### src/hdl/tdc_pkg.sv
// Shared types, constants and calendar helpers for the time-of-day calendar counter.
// No dependencies; every other file in hdl imports this package.
package tdc_pkg;

  // operation selector
  localparam logic [1:0] FN_ADVANCE  = 2'd0;
  localparam logic [1:0] FN_SET_TIME = 2'd1;
  localparam logic [1:0] FN_SET_DATE = 2'd2;
  localparam logic [1:0] FN_READ     = 2'd3;

  // divider operand source
  localparam logic [1:0] SRC_ADV = 2'd0;  // advance seconds / seconds per day
  localparam logic [1:0] SRC_SEC = 2'd1;  // seconds of day / 60
  localparam logic [1:0] SRC_MIN = 2'd2;  // minutes of day / 60

  localparam int SEC_PER_DAY  = 86400;
  localparam int SEC_PER_HOUR = 3600;
  localparam int SEC_PER_MIN  = 60;
  localparam int MONTHS       = 12;

  localparam int DIV_W  = 32;                  // dividend width
  localparam int DSOR_W = $clog2(SEC_PER_DAY); // 17 bits holds a remainder by one day
  localparam int QUO_W  = 16;                  // largest quotient is 49710 days

  // reciprocal division:
  //   n / 86400 = ((n >> 7) * RCP_DAY) >> 35 for any 32-bit n (86400 = 128 * 675)
  //   n / 60    = ((n >> 2) * RCP_MIN) >> 19 for any 17-bit n (60 = 4 * 15)
  localparam int RCP_AW     = 25;
  localparam int RCP_MW     = 26;
  localparam int RCP_PW     = RCP_AW + RCP_MW;
  localparam int RCP_SH_DAY = 35;
  localparam int RCP_SH_MIN = 19;
  localparam logic [RCP_MW-1:0] RCP_DAY = 26'd50903317;
  localparam logic [RCP_MW-1:0] RCP_MIN = 26'd34953;

  // 25^-1 mod 2^16, and the largest 16-bit quotient by 25
  localparam logic [15:0] INV25   = 16'd23593;
  localparam logic [15:0] LIM25   = 16'd2621;

  typedef struct packed {
    logic       load_time;
    logic       load_date;
    logic       div_go;
    logic [1:0] div_src;
    logic       add_rem;
    logic       step_day;
    logic       cap_sec;
    logic       cap_hm;
  } tdc_cmd_t;

  typedef struct packed {
    logic div_done;
    logic days_zero;
  } tdc_sts_t;

  // Gregorian leap test. Divisibility by 25 uses the modular inverse:
  // y is a multiple of 25 exactly when y * 25^-1 (mod 2^16) <= 65535 / 25.
  function automatic logic is_leap(input logic [15:0] y);
    logic [31:0] prod;
    logic        div25;
    prod  = 32'(y) * 32'(INV25);
    div25 = (prod[15:0] <= LIM25);
    return (y[1:0] == 2'd0) && (!div25 || (y[3:0] == 4'd0));
  endfunction

  // month length; months without meaning count as 31 days
  function automatic logic [4:0] month_len(input logic [15:0] y, input logic [3:0] m);
    logic [4:0] len;
    if (m == 4'd2) begin
      len = is_leap(y) ? 5'd29 : 5'd28;
    end else if (m inside {4'd4, 4'd6, 4'd9, 4'd11}) begin
      len = 5'd30;
    end else begin
      len = 5'd31;
    end
    return len;
  endfunction

endpackage

### src/hdl/tdc_div.sv
// Constant divider by seconds per day or by sixty, divisor chosen at start, using
// reciprocal multiplication, registered stage by stage. Depends on tdc_pkg.
module tdc_div (
  input  logic                      clk,
  input  logic                      rst_n,
  input  logic                      go,
  input  logic                      by_day,
  input  logic [tdc_pkg::DIV_W-1:0] dividend,
  output logic                      done,
  output logic [tdc_pkg::DIV_W-1:0] quotient,
  output logic [tdc_pkg::DSOR_W-1:0] remainder
);
  import tdc_pkg::*;

  logic [DIV_W-1:0]  dvd_r, dvd_nxt;
  logic              by_day_r, by_day_nxt;
  logic [RCP_PW-1:0] prod_r, prod_nxt;
  logic [QUO_W-1:0]  quo_r, quo_nxt;
  logic [DSOR_W-1:0] rem_r, rem_nxt;
  logic              ld_r;    // operands loaded, product next
  logic              mul_r;   // product ready, result next
  logic              done_r;
  logic [RCP_AW-1:0] rcp_a;
  logic [RCP_MW-1:0] rcp_m;
  logic [QUO_W-1:0]  quo_c;
  logic [DIV_W-1:0]  quo_x_dsor;

  // reciprocal operands, quotient slice and back-multiplied quotient
  always_comb begin
    rcp_a = by_day_r ? dvd_r[DIV_W-1:DIV_W-RCP_AW] : RCP_AW'(dvd_r[DSOR_W-1:2]);
    rcp_m = by_day_r ? RCP_DAY : RCP_MIN;
    quo_c = by_day_r ? prod_r[RCP_PW-1:RCP_SH_DAY]
                     : prod_r[RCP_SH_MIN+QUO_W-1:RCP_SH_MIN];
    quo_x_dsor = by_day_r ? (DIV_W'(quo_c) * DIV_W'(SEC_PER_DAY))
                          : (DIV_W'(quo_c) * DIV_W'(SEC_PER_MIN));
  end

  always_comb begin
    dvd_nxt    = dvd_r;
    by_day_nxt = by_day_r;
    prod_nxt   = prod_r;
    quo_nxt    = quo_r;
    rem_nxt    = rem_r;
    if (go) begin
      dvd_nxt    = dividend;
      by_day_nxt = by_day;
    end
    if (ld_r) begin
      prod_nxt = RCP_PW'(rcp_a) * RCP_PW'(rcp_m);
    end
    if (mul_r) begin
      quo_nxt = quo_c;
      rem_nxt = DSOR_W'(dvd_r - quo_x_dsor);
    end
  end

  // pipeline control
  always_ff @(posedge clk) begin
    if (!rst_n) begin
      ld_r   <= 1'b0;
      mul_r  <= 1'b0;
      done_r <= 1'b0;
    end else begin
      ld_r   <= go;
      mul_r  <= ld_r;
      done_r <= mul_r;
    end
  end

  // operands and results
  always_ff @(posedge clk) begin
    dvd_r    <= dvd_nxt;
    by_day_r <= by_day_nxt;
    prod_r   <= prod_nxt;
    quo_r    <= quo_nxt;
    rem_r    <= rem_nxt;
  end

  assign done      = done_r;
  assign quotient  = DIV_W'(quo_r);
  assign remainder = rem_r;

endmodule

### src/hdl/tdc_dp.sv
// Datapath: time and calendar registers, day stepper, divider and result capture.
// Depends on tdc_pkg and tdc_div; driven by tdc_ctrl through tdc_cmd_t.
module tdc_dp (
  input  logic              clk,
  input  logic              rst_n,
  input  tdc_pkg::tdc_cmd_t cmd,
  output tdc_pkg::tdc_sts_t sts,
  input  logic [31:0]       in_advance_seconds,
  input  logic [4:0]        in_set_hour,
  input  logic [5:0]        in_set_minute,
  input  logic [5:0]        in_set_second,
  input  logic [15:0]       in_set_year,
  input  logic [3:0]        in_set_month,
  input  logic [4:0]        in_set_day,
  output logic [4:0]        out_hour,
  output logic [5:0]        out_minute,
  output logic [5:0]        out_second,
  output logic [15:0]       out_year,
  output logic [3:0]        out_month,
  output logic [4:0]        out_day
);
  import tdc_pkg::*;

  logic [16:0] ds_r, ds_nxt;
  logic [4:0]  day_r, day_nxt;
  logic [3:0]  month_r, month_nxt;
  logic [15:0] year_r, year_nxt;
  logic [15:0] days_r, days_nxt;
  logic [4:0]  hour_r, hour_nxt;
  logic [5:0]  min_r, min_nxt;
  logic [5:0]  sec_r, sec_nxt;

  logic [DIV_W-1:0]  div_dvd, div_q;
  logic [DSOR_W-1:0] div_rem;
  logic              div_done;

  logic [17:0] t_sum;
  logic [16:0] t_load;
  logic [4:0]  mlen;
  logic [5:0]  d_inc;
  logic [4:0]  m_inc;

  // divider operand select
  always_comb begin
    case (cmd.div_src)
      SRC_ADV: div_dvd = in_advance_seconds;
      SRC_SEC: div_dvd = DIV_W'(ds_r);
      SRC_MIN: div_dvd = div_q;
      default: div_dvd = div_q;
    endcase
  end

  tdc_div u_div (
    .clk       (clk),
    .rst_n     (rst_n),
    .go        (cmd.div_go),
    .by_day    (cmd.div_src == SRC_ADV),
    .dividend  (div_dvd),
    .done      (div_done),
    .quotient  (div_q),
    .remainder (div_rem)
  );

  // time load, remainder add and day step terms
  always_comb begin
    t_load = 17'(in_set_hour) * 17'(SEC_PER_HOUR)
           + 17'(in_set_minute) * 17'(SEC_PER_MIN)
           + 17'(in_set_second);
    t_sum  = {1'b0, ds_r} + {1'b0, div_rem};
    mlen   = month_len(year_r, month_r);
    d_inc  = {1'b0, day_r} + 6'd1;
    m_inc  = {1'b0, month_r} + 5'd1;
  end

  always_comb begin
    ds_nxt    = ds_r;
    day_nxt   = day_r;
    month_nxt = month_r;
    year_nxt  = year_r;
    days_nxt  = days_r;
    hour_nxt  = hour_r;
    min_nxt   = min_r;
    sec_nxt   = sec_r;

    if (cmd.load_time) begin
      ds_nxt = t_load;
    end
    if (cmd.load_date) begin
      year_nxt  = in_set_year;
      month_nxt = in_set_month;
      day_nxt   = in_set_day;
    end

    // carry of the remainder past midnight counts one more day
    if (cmd.add_rem) begin
      if (t_sum >= 18'(SEC_PER_DAY)) begin
        ds_nxt   = 17'(t_sum - 18'(SEC_PER_DAY));
        days_nxt = div_q[15:0] + 16'd1;
      end else begin
        ds_nxt   = t_sum[16:0];
        days_nxt = div_q[15:0];
      end
    end

    // one calendar day
    if (cmd.step_day) begin
      days_nxt = days_r - 16'd1;
      if (d_inc > {1'b0, mlen}) begin
        day_nxt = 5'd1;
        if (m_inc > 5'(MONTHS)) begin
          month_nxt = 4'd1;
          year_nxt  = year_r + 16'd1;
        end else begin
          month_nxt = m_inc[3:0];
        end
      end else begin
        day_nxt = d_inc[4:0];
      end
    end

    if (cmd.cap_sec) begin
      sec_nxt = div_rem[5:0];
    end
    if (cmd.cap_hm) begin
      min_nxt  = div_rem[5:0];
      hour_nxt = div_q[4:0];
    end
  end

  // clock and calendar state
  always_ff @(posedge clk) begin
    if (!rst_n) begin
      ds_r    <= '0;
      day_r   <= 5'd27;
      month_r <= 4'd5;
      year_r  <= 16'd2009;
      days_r  <= '0;
    end else begin
      ds_r    <= ds_nxt;
      day_r   <= day_nxt;
      month_r <= month_nxt;
      year_r  <= year_nxt;
      days_r  <= days_nxt;
    end
  end

  // result capture
  always_ff @(posedge clk) begin
    hour_r <= hour_nxt;
    min_r  <= min_nxt;
    sec_r  <= sec_nxt;
  end

  assign sts.div_done  = div_done;
  assign sts.days_zero = (days_r == 16'd0);

  assign out_hour   = hour_r;
  assign out_minute = min_r;
  assign out_second = sec_r;
  assign out_year   = year_r;
  assign out_month  = month_r;
  assign out_day    = day_r;

endmodule

### src/hdl/tdc_ctrl.sv
// Controller: sequences accept, division, day stepping and the result strobe.
// Depends on tdc_pkg; drives tdc_dp through tdc_cmd_t.
module tdc_ctrl (
  input  logic              clk,
  input  logic              rst_n,
  input  logic              start,
  input  logic [1:0]        in_func,
  input  tdc_pkg::tdc_sts_t sts,
  output tdc_pkg::tdc_cmd_t cmd,
  output logic              busy,
  output logic              out_valid
);
  import tdc_pkg::*;

  localparam logic [2:0] S_IDLE   = 3'd0;
  localparam logic [2:0] S_DAYDIV = 3'd1;
  localparam logic [2:0] S_STEP   = 3'd2;
  localparam logic [2:0] S_SECDIV = 3'd3;
  localparam logic [2:0] S_MINDIV = 3'd4;
  localparam logic [2:0] S_DONE   = 3'd5;

  logic [2:0] state_r, state_nxt;

  // next state and commands
  always_comb begin
    state_nxt = state_r;
    cmd       = '0;
    case (state_r)
      S_IDLE: begin
        if (start) begin
          state_nxt = S_STEP;
          case (in_func)
            FN_ADVANCE: begin
              cmd.div_go  = 1'b1;
              cmd.div_src = SRC_ADV;
              state_nxt   = S_DAYDIV;
            end
            FN_SET_TIME: cmd.load_time = 1'b1;
            FN_SET_DATE: cmd.load_date = 1'b1;
            FN_READ:     cmd.load_time = 1'b0;
            default:     cmd.load_time = 1'b0;
          endcase
        end
      end
      S_DAYDIV: begin
        if (sts.div_done) begin
          cmd.add_rem = 1'b1;
          state_nxt   = S_STEP;
        end
      end
      S_STEP: begin
        if (sts.days_zero) begin
          cmd.div_go  = 1'b1;
          cmd.div_src = SRC_SEC;
          state_nxt   = S_SECDIV;
        end else begin
          cmd.step_day = 1'b1;
        end
      end
      S_SECDIV: begin
        cmd.div_src = SRC_MIN;
        if (sts.div_done) begin
          cmd.cap_sec = 1'b1;
          cmd.div_go  = 1'b1;
          state_nxt   = S_MINDIV;
        end
      end
      S_MINDIV: begin
        cmd.div_src = SRC_MIN;
        if (sts.div_done) begin
          cmd.cap_hm = 1'b1;
          state_nxt  = S_DONE;
        end
      end
      S_DONE:  state_nxt = S_IDLE;
      default: state_nxt = S_IDLE;
    endcase
  end

  always_ff @(posedge clk) begin
    if (!rst_n) begin
      state_r <= S_IDLE;
    end else begin
      state_r <= state_nxt;
    end
  end

  assign busy      = (state_r != S_IDLE);
  assign out_valid = (state_r == S_DONE);

endmodule

### src/hdl/time_of_day_calendar_counter.sv
// Time-of-day calendar counter top level: controller plus datapath.
// Depends on tdc_pkg, tdc_ctrl, tdc_dp (and tdc_div below it).
//
// A command is taken when start is high and busy is low; exactly one result beat
// follows, shown on the out_ ports for one cycle while out_valid is high. The
// receiver cannot stall, so it must take the beat in that cycle. Set time, set
// date and read divide the time of day by sixty twice, first the seconds and
// then the minutes, in the reciprocal divider; an advance first divides its
// seconds by one day, then steps the calendar one day per cycle through every
// whole day it carries (up to 49711 for the largest advance), and then does the
// same two divisions. Reset gives midnight on day 27, month 5, year 2009.
module time_of_day_calendar_counter (
  input  logic        clk,
  input  logic        rst_n,
  input  logic        start,
  output logic        busy,
  input  logic [1:0]  in_func,
  input  logic [31:0] in_advance_seconds,
  input  logic [4:0]  in_set_hour,
  input  logic [5:0]  in_set_minute,
  input  logic [5:0]  in_set_second,
  input  logic [15:0] in_set_year,
  input  logic [3:0]  in_set_month,
  input  logic [4:0]  in_set_day,
  output logic        out_valid,
  output logic [4:0]  out_hour,
  output logic [5:0]  out_minute,
  output logic [5:0]  out_second,
  output logic [15:0] out_year,
  output logic [3:0]  out_month,
  output logic [4:0]  out_day
);
  import tdc_pkg::*;

  tdc_cmd_t cmd;
  tdc_sts_t sts;

  tdc_ctrl u_ctrl (
    .clk       (clk),
    .rst_n     (rst_n),
    .start     (start),
    .in_func   (in_func),
    .sts       (sts),
    .cmd       (cmd),
    .busy      (busy),
    .out_valid (out_valid)
  );

  tdc_dp u_dp (
    .clk                (clk),
    .rst_n              (rst_n),
    .cmd                (cmd),
    .sts                (sts),
    .in_advance_seconds (in_advance_seconds),
    .in_set_hour        (in_set_hour),
    .in_set_minute      (in_set_minute),
    .in_set_second      (in_set_second),
    .in_set_year        (in_set_year),
    .in_set_month       (in_set_month),
    .in_set_day         (in_set_day),
    .out_hour           (out_hour),
    .out_minute         (out_minute),
    .out_second         (out_second),
    .out_year           (out_year),
    .out_month          (out_month),
    .out_day            (out_day)
  );

endmodule
### config.mk
export PLATFORM = sky130hd
export DESIGN_NAME = time_of_day_calendar_counter
export DESIGN_NICKNAME = d
export VERILOG_FILES = /design/src/hdl/tdc_pkg.sv /design/src/hdl/tdc_div.sv /design/src/hdl/tdc_dp.sv /design/src/hdl/tdc_ctrl.sv /design/src/hdl/time_of_day_calendar_counter.sv
export SDC_FILE = /design/constraint.sdc
export NUM_CORES = 1
export LEC_CHECK = 0
export BUFFER_PORTS_ARGS = -buffer_cell sky130_fd_sc_hd__buf_2
export CORE_UTILIZATION = 65
export DETAILED_ROUTE_END_ITERATION = 8
export GPL_TIMING_DRIVEN = 1
export PLACE_DENSITY = 0.84
export SYNTH_ARGS = -nofsm -noshare
export SYNTH_HDL_FRONTEND = slang
export SYNTH_HIERARCHICAL = 1
export SYNTH_SLANG_ARGS = --single-unit
### constraint.sdc
create_clock -name clk -period 18.9 [get_ports clk]
set_input_delay 0 -clock clk [delete_from_list [all_inputs] [get_ports clk]]
set_output_delay 0 -clock clk [all_outputs]
set_load 0.05 [all_outputs]
==> reports/results.tsv <==
metric	value	unit
crit_path_start_kind	flop	
coreArea	39900	um2
yosysWarnings	6	
drt-total-wl	66700	um
die-height	203	um
cts_tree	done	
ant_nets	0	
yosysTopAreaCellShare	0.234	
num_rows	73	
r2r_slack	10880	ps
r2r-end	u_dp/u_div/prod_r[45]$_DFFE_PP_	
diodes	0	
cts-root-buf	clkbuf_16	
drv_slew	0	
synthMuxAreaShare	0.0216	
status	finished, final reports clean	
r2r_start	u_dp/u_div/by_day_r$_DFFE_PP_	
port_buffers	122	
die_area	41400	um2
end_kind	flop	
final_nets	3752	
start_util	0.661	
hp-start	in_advance_seconds[11]	
synthFlopType	edfxtp_1	
synth-xor-area-share	0.0471	
clk_pin_slew	80	ps
via_per_inst	5.83	
avgRoutedWirePerCell	19.4	um
grt_max_degree	89	
grt_overflow	0	
reg2regPathDepth	25	
antenna_found_initial	0	
drv_cap	0	
drc	0	
rsz0062_at_grt	false	
synth_cell_types	106	
finalSetupViolCount	0	
syn_area	26400	um2
clock_path_buffers	2	
synth_compound_gate_area_share	0.123	
gp_congestion	0.986	
tns	0	ps
crit_type	reg -> reg	
drt_first_pass_iters	5	
tightest_slew	946	ps
vias	20100	
hpwl	54300	um
layout_common_cells	inv_1 (535), ha_1 (494), fa_1 (274), nand2_1 (169), a21oi_1 (129)	
layout-drive-gt1-share	0.0816	
area_delta_synth_final	8.83	%
hp-class	in -> reg	
syn_avg_cell_area	9.65	um2
synth_edf_count	115	
drtIter0Drc	1632	
fin_crit_sh	0.424	
synthAdderAreaFrac	0.442	
syn_inst	2734	
whs_endpoint	u_dp/u_div/dvd_r[11]$_DFFE_PP_	
grt_usage	0.335	
cts_setup_buffers	0	
skew	16.7	ps
htree_levels	4	
hold_viol	0	
finalCriticalPeriod	8020	ps
yosysSeqAreaShare	0.180	
synth_seq_cells	179	
cts_buffers	17	
die_x	203	um
insertion_delay	500	ps
worstHoldPathCells	3	
grt_pass1_wl	107000	um
critPathMaxFanout	88	
slew_headroom	0.367	
synth_top_area_cell	ha_1	
yosys.area_share.simple	0.0945	
synth_top_family_by_area	adder cells	
crit_required	19140	ps
synth_async_sr_flop_share	0	
synth_area_leaders	ha_1 (23%), fa_1 (21%), edfxtp_1 (13%), inv_1 (7.6%), dfxtp_1 (4.9%)	
cts.sink_count	179	
first_global_vias	20900	
mostFrequentLayoutCell	inv_1	
max_freq	125	MHz
crit_arrival	8260	ps
io_pins	123	
[worst max-delay path, cell delays in order (launching register included)]
cell and delay (ps):
edfxtp_1 320, buf_4 690, nand2_1 310, inv_1 330
nor2_1 130, inv_1 210, ha_1 180, inv_1 50
fa_1 500, fa_1 440, fa_1 520, inv_1 50
fa_1 460, fa_1 540, inv_1 60, fa_1 520
inv_1 40, ha_1 400, nand3_1 140, o31ai_1 320
a2bb2oi_1 170, o21ai_1 380, a21oi_1 190, o41ai_2 500
a21boi_1 140, xnor2_1 150
[layout make-up]
| cell class | instances | area (um2) |
|---|---|---|
| Sequential cell | 179 | 4730 |
| Multi-Input combinational cell | 1978 | 19400 |
| Clock inverter | 15 | 184 |
| Inverter | 537 | 2020 |
| Timing Repair Buffer | 192 | 1280 |
| Tap cell | 525 | 657 |
| Clock buffer | 17 | 425 |
| Fill cell | 2911 | 11200 |
[synthesized netlist by cell type (9+ instances only)]
cell type  instances
inv_1            535
ha_1             494
fa_1             274
nand2_1          170
a21oi_1          129
edfxtp_1         115
nor2_1           106
xnor2_1           97
o21ai_0           86
dfxtp_1           64
clkbuf_1          49
a21o_1            42
nor3_1            37
mux2i_1           36
xor2_1            36
nand2b_1          34
a211oi_1          30
nand3_1           30
and2_1            24
nor2b_1           24
buf_4             18
mux2_2            16
o21bai_1          15
or3_1             15
o21a_1            14
o211ai_1          13
a31oi_1           12
o221ai_1          10
or2_2             10
nand4_1            9
o21ai_1            9
o31ai_1            9
[registers in the layout, indices dropped and copies added (netlist names), 3 cells and up]
name and count:
u_dp/out_hour 5, u_dp/out_minute 6, u_dp/u_div/quo_r 16, u_dp/out_year 16, u_ctrl/state_r 3, u_dp/ds_r 17, u_dp/u_div/prod_r 32, u_dp/days_r 16
u_dp/u_div/remainder 17, u_dp/out_month 4, u_dp/out_day 5, u_dp/out_second 6, u_dp/u_div/dvd_r 32
[worst max-delay path by stage]
stage | from | to | cells after the start | slack [ps]
2_1_floorplan | u_dp/u_div/by_day_r$_DFFE_PP_ | u_dp/u_div/prod_r[39]$_DFFE_PP_ | 25 | 11640
3_3_place_gp | u_dp/u_div/by_day_r$_DFFE_PP_ | u_dp/u_div/prod_r[50]$_DFFE_PP_ | 26 | 11120
3_5_place_dp | u_dp/u_div/by_day_r$_DFFE_PP_ | u_dp/u_div/prod_r[45]$_DFFE_PP_ | 23 | 10960
4_1_cts | u_dp/u_div/by_day_r$_DFFE_PP_ | u_dp/u_div/prod_r[45]$_DFFE_PP_ | 23 | 10950
5_1_grt | u_dp/u_div/by_day_r$_DFFE_PP_ | u_dp/u_div/prod_r[43]$_DFFE_PP_ | 25 | 10300
6_report | u_dp/u_div/by_day_r$_DFFE_PP_ | u_dp/u_div/prod_r[45]$_DFFE_PP_ | 25 | 10880
[repair_timing]
action | in CTS | in global routing
gates resized for setup | 0 | 0
hold buffers | 58 | 0
endpoints found under the hold margin | 57 | 0
[through the flow]
step	area, um2	worst slack, ps	hold slack (ps)	util	cells
detailed placement	27500	10960	261	0.689	3353
finish	28700	10880	8.84	0.719	3443
floorplan	26500	11640	122	-	2773
global placement	27500	11120	243	0.689	3353
CTS	28700	10950	3.67	0.719	3443
global route	28700	10300	8.40	0.719	3443
[logic make-up after synthesis]
group | after synthesis
mux | 54
buf+inv | 616
compound gates | 474
fa+ha+maj | 768
other cells | 2
flops | 179
simple gates | 504
xor+xnor | 137
[per-layer routing]
layer	global-route usage	vias up	wire, um
met2	0.564	704	31800
met1	0.419	9750	28000
met3	0.0542	165	3880
met4	0.161	0	3090
li1	-	9462	-
met5	0	-	0
Power is not shown: default switching activity piles up to over one toggle a cycle in this logic, so the estimate is an artifact.
